===== src/sv/cidr_pkg.sv =====
// shared types, constants and mask helpers for the cidr address filter table
// no dependencies; imported by cidr_front, cidr_back and the top level
package cidr_pkg;

    localparam int TABLE_DEPTH = 256;
    localparam int IDX_W       = (TABLE_DEPTH > 1) ? $clog2(TABLE_DEPTH) : 1;
    localparam int CNT_W       = $clog2(TABLE_DEPTH + 1);

    // command queue between front and back, depth must be a power of two
    localparam int CMDQ_DEPTH  = 2;
    localparam int CMDQ_PTR_W  = $clog2(CMDQ_DEPTH);
    localparam int CMDQ_CNT_W  = $clog2(CMDQ_DEPTH + 1);

    localparam logic [7:0] V4_MAX_LEN = 8'd32;
    localparam logic [7:0] V6_MAX_LEN = 8'd128;

    localparam logic FUNC_ADD    = 1'b0;
    localparam logic FUNC_LOOKUP = 1'b1;

    typedef struct packed {
        logic        func;
        logic        is_v6;
        logic [63:0] addr_hi;
        logic [63:0] addr_lo;
        logic [7:0]  prefix_len;
    } req_t;

    typedef struct packed {
        logic matched;
        logic stored;
    } rsp_t;

    // classified item handed from front to back
    typedef struct packed {
        logic         func;
        logic         is_v6;
        logic [127:0] addr;
        logic [7:0]   plen;
    } cmd_t;

    typedef struct packed {
        logic [5:0]  len;
        logic [31:0] value;
    } v4_ent_t;

    typedef struct packed {
        logic [7:0]   len;
        logic [127:0] value;
    } v6_ent_t;

    // top n bits set, n in 0..32
    function automatic logic [31:0] mask32(input logic [5:0] n);
        return ~(32'hFFFF_FFFF >> n);
    endfunction

    // top n bits set, n in 0..128
    function automatic logic [127:0] mask128(input logic [7:0] n);
        return ~({128{1'b1}} >> n);
    endfunction

endpackage


===== src/sv/cidr_front.sv =====
// front part: takes items, clamps the prefix length, masks add addresses
// and holds them in a short command queue; depends on cidr_pkg
module cidr_front
    import cidr_pkg::*;
(
    input  logic clk,
    input  logic rst_n,
    input  logic push,
    output logic full,
    input  req_t req,
    output logic cmd_valid,
    output cmd_t cmd,
    input  logic cmd_take
);

    cmd_t                  q_reg [CMDQ_DEPTH];
    logic [CMDQ_PTR_W-1:0] wr_ptr_reg;
    logic [CMDQ_PTR_W-1:0] wr_ptr_next;
    logic [CMDQ_PTR_W-1:0] rd_ptr_reg;
    logic [CMDQ_PTR_W-1:0] rd_ptr_next;
    logic [CMDQ_CNT_W-1:0] cnt_reg;
    logic [CMDQ_CNT_W-1:0] cnt_next;
    logic                  do_push;
    logic                  do_pop;
    logic [7:0]            plen;
    logic [127:0]          addr;
    cmd_t                  cls;

    always_comb
    begin
        if (req.is_v6)
        begin
            plen = (req.prefix_len > V6_MAX_LEN) ? V6_MAX_LEN : req.prefix_len;
            addr = {req.addr_hi, req.addr_lo};
            if (req.func == FUNC_ADD)
            begin
                addr = addr & mask128(plen);
            end
        end
        else
        begin
            plen = (req.prefix_len > V4_MAX_LEN) ? V4_MAX_LEN : req.prefix_len;
            addr = {96'd0, req.addr_lo[31:0]};
            if (req.func == FUNC_ADD)
            begin
                addr = {96'd0, req.addr_lo[31:0] & mask32(plen[5:0])};
            end
        end
        cls.func  = req.func;
        cls.is_v6 = req.is_v6;
        cls.addr  = addr;
        cls.plen  = plen;
    end

    assign full      = (cnt_reg == CMDQ_CNT_W'(CMDQ_DEPTH));
    assign cmd_valid = (cnt_reg != '0);
    assign cmd       = q_reg[rd_ptr_reg];
    assign do_push   = push && !full;
    assign do_pop    = cmd_take && cmd_valid;

    always_comb
    begin
        wr_ptr_next = wr_ptr_reg;
        rd_ptr_next = rd_ptr_reg;
        cnt_next    = cnt_reg;
        if (do_push)
        begin
            wr_ptr_next = wr_ptr_reg + 1'b1;
        end
        if (do_pop)
        begin
            rd_ptr_next = rd_ptr_reg + 1'b1;
        end
        if (do_push && !do_pop)
        begin
            cnt_next = cnt_reg + 1'b1;
        end
        else if (do_pop && !do_push)
        begin
            cnt_next = cnt_reg - 1'b1;
        end
    end

    always_ff @(posedge clk or negedge rst_n)
    begin
        if (!rst_n)
        begin
            wr_ptr_reg <= '0;
            rd_ptr_reg <= '0;
            cnt_reg    <= '0;
        end
        else
        begin
            wr_ptr_reg <= wr_ptr_next;
            rd_ptr_reg <= rd_ptr_next;
            cnt_reg    <= cnt_next;
        end
    end

    always_ff @(posedge clk)
    begin
        if (do_push)
        begin
            q_reg[wr_ptr_reg] <= cls;
        end
    end

endmodule


===== config.mk =====
export PLATFORM = sky130hd
export DESIGN_NAME = cidr_front
export DESIGN_NICKNAME = d
export VERILOG_FILES = /design/src/sv/cidr_pkg.sv /design/src/sv/cidr_front.sv
export SDC_FILE = /design/constraint.sdc
export NUM_CORES = 1
export LEC_CHECK = 0
export ABC_AREA = 1
export BUFFER_PORTS_ARGS = -buffer_cell sky130_fd_sc_hd__buf_2
export CAP_MARGIN = 10
export CORE_MARGIN = 1
export CORE_UTILIZATION = 55
export CTS_CLUSTER_SIZE = 24
export DETAILED_ROUTE_END_ITERATION = 8
export GPL_ROUTABILITY_DRIVEN = 1
export PLACE_DENSITY = 0.81
export SLEW_MARGIN = 40
export SYNTH_ARGS = -nofsm -noshare
export SYNTH_HDL_FRONTEND = slang
export SYNTH_SLANG_ARGS = --single-unit

===== constraint.sdc =====
create_clock -name clk -period 10.11 [get_ports clk]
set_clock_uncertainty 0.15 [all_clocks]
set_input_delay 1.5165 -clock clk [delete_from_list [all_inputs] [get_ports clk]]
set_output_delay 1.5165 -clock clk [all_outputs]
set_load 0.01 [all_outputs]

==> run summary <==
Routability cong. - 0.986
Worst reg2reg endpoint - q_reg[1][112]$_DFFE_PP_
R2R cell count - 5
Pint - 2.57 mW
Num ports - 282
Placed inst area - 14400 um^2
Mapped Area - 12800 um^2
Worst VDD drop - 0.147 mV
CP Capture Point - cmd[42]
Vias - 10900
Deepest clock path buffer count - 3
Antenna violations before repair - 6
Power Dens Cells - 260 nW/um^2
Clock Sinks - 280
H-tree levels - 1
Cell count after synthesis - 1303
Seq pwr share - 42.5%
# Post-CTS Setup Buffers - 0
Register area share after synthesis - 65.5%
Post-CTS sizing - 0
Worst hold path class - flip-flop to flip-flop
FF+latch area - 8390 um^2
Final non-filler cell total - 1868
Commonest non-fill, non-tap cell in the layout - nand2_1
Number of flip-flops in the largest register - 276
TritonCTS Buffers - 28
Area Growth Syn to Fin - 19.5%
Yosys warning count - 0
Initial Util - 56.4%
DRC - 0
CP Capture Type - output port
Synthesized Nets - 1446
Fin. Hold Viols - 0
FF-to-FF setup slack - 7380 ps
Area used by multi-input combinational logic - 3850 um^2
Insertion delay to the later sink of the worst-skew pair - 530 ps
Site Rows - 55
Slew headroom - 44.8%
Crit path from - rd_ptr_reg$_DFFE_PN0P_
Worst-path fanout max - 84
Sw Share - 35.5%
Layout Nets - 1702
Die W - 155 um
Die height - 155 um
Vias per cell - 5.83
Status - complete, no violations
CTS tree - built
Most frequent cells in the layout - 576 x nand2_1, 280 x buf_2, 276 x edfxtp_1, 68 x nor2_1, 68 x a21oi_1
Hold Path Stages - 1
Clock power frac - 24.9%
Largest net degree at the start of global routing - 85
WP data required - 8440 ps
Share of layout cells above drive strength 1 - 23.1%
Dpl cells - 1814
GR Overflow Total - 0
Psw - 1.41 mW
Fmax - 213 MHz
DR iter-0 viols - 1350
LEAKAGE - 6.87 nW
Global-route wire length before repair - 58.4 mm
Total wire length - 39.5 mm
Port-buffer cells - 281
Period utilization - 46.5%
Max Cap Viol - 0
Combinational fraction of design power - 32.6%
Reg-to-reg critical path startpoint - cnt_reg[1]$_DFFE_PN0P_
Vias in the first global route - 10400
Total core area - 22700 um^2
Top_reg_cell synth - edfxtp_1
Fillers - 1806
Clk slew on worst S/H paths - 60 ps
Crit path kind - flip-flop to output port
Routed len/inst - 21.1 um
Root Buffer - clkbuf_16
Post-DP HPWL - 27.8 mm
DRT Pass-1 Iters - 6
Asr flop ratio synth - 1.43%
Startpoint Class - flip-flop
Number of synthesized flops with an enable pin - 276
Yosys cell types - 42
Total GRT Usage - 32.8%
RSZ-0062 raised after global routing - no
Crit path time final - 4700 ps
Die ar. - 23900 um^2
Hold-fix buffers, CTS - 0
Syn_area_per_cell - 9.82 um^2
Worst Max-Slew Pin Slew - 828 ps
CP Data Arrival Time - 3040 ps
Final setup violating endpoints - 0
Seq cells post-synth - 280
Final Instance Area - 15300 um^2
Slew Limit Fails - 0
Setup TNS - 0 ps
Post-route ant nets - 0
[cell usage after synthesis, drive strengths merged (2+ instances only)]
master  number  share of area, %
o211ai       4              0.23
o21ai       49               2.0
a31oi        4              0.20
o211a        8              0.63
nand3       52               2.2
dfrtp        4              0.78
or2          2             0.098
a21oi       69               2.7
and3        11              0.54
nor3b        2              0.12
a211oi       3              0.18
nand4        7              0.34
nor3         3              0.12
nand2      580                17
edfxtp     276                65
xor2         2              0.14
inv         72               2.1
buf         26               1.1
nor2        80               2.7
clkbuf      41               1.2
[worst max-delay path: stages (launching register included)]
cell,delay (ps)
dfrtp_4,640
buf_12,260
inv_6,490
buf_4,630
nand2_1,120
nand2_1,110
buf_2,140
[through the flow]
step,power [mW],utilization [%],hold slack [ps],setup slack (ps)
2_1_floorplan,2.48,-,332,1910
3_3_place_gp,2.97,63.2,361,5650
3_5_place_dp,3.01,63.5,370,5670
4_1_cts,3.98,67.3,381,5400
5_1_grt,4.16,67.3,416,5210
6_report,3.98,67.4,381,5410
[routing by layer]
metal / routed length [um] / vias to the layer above / global-route usage [%]
met1: 14500 / 5086 / 43.9
met2: 18300 / 817 / 51.5
met5: 0 / - / 0
met3: 4680 / 131 / 6.53
li1: - / 4863 / -
met4: 1890 / 0 / 16.4
[worst min-delay path by stage]
stage                           start  slack, ps                      to
2_1_floorplan  cnt_reg[0]$_DFFE_PN0P_        330  cnt_reg[0]$_DFFE_PN0P_
3_3_place_gp   cnt_reg[0]$_DFFE_PN0P_        360  cnt_reg[0]$_DFFE_PN0P_
3_5_place_dp   cnt_reg[0]$_DFFE_PN0P_        370  cnt_reg[0]$_DFFE_PN0P_
4_1_cts        cnt_reg[0]$_DFFE_PN0P_        380  cnt_reg[0]$_DFFE_PN0P_
5_1_grt        cnt_reg[0]$_DFFE_PN0P_        420  cnt_reg[0]$_DFFE_PN0P_
6_report       cnt_reg[0]$_DFFE_PN0P_        380  cnt_reg[0]$_DFFE_PN0P_
[cells by family after synthesis]
family,Yosys count,synth area share (%)
AND/OR/NAND/NOR,738,23.4
flip-flops,280,65.5
buffers and inverters,140,4.50
AO/OA/AOI/OAI,141,6.29
XOR/XNOR,3,0.205
adder cells (fa/ha/maj),1,0.0978
[layout make-up]
| cell class | count | share of cell area (%) |
|---|---|---|
| clock buffer | 33 | 4.84 |
| tap | 285 | 2.33 |
| clock inverter | 14 | 0.761 |
| timing repair buffer | 293 | 10.1 |
| sequential | 280 | 54.9 |
| inverter | 73 | 1.84 |
| multi-input combinational | 883 | 25.2 |
| antenna | 7 | 0.115 |
[power by group through the flow]
stage | Clock [mW] | Combinational (mW) | Sequential, mW
final | 0.993 | 1.30 | 1.69
after global routing | 1.04 | 1.42 | 1.71
after CTS | 0.992 | 1.30 | 1.69
after detailed placement | 0 | 1.30 | 1.71
after global placement | 0 | 1.23 | 1.74
after floorplan | 0 | 0.754 | 1.73
Note: power is estimated with default switching activity, not from simulation.
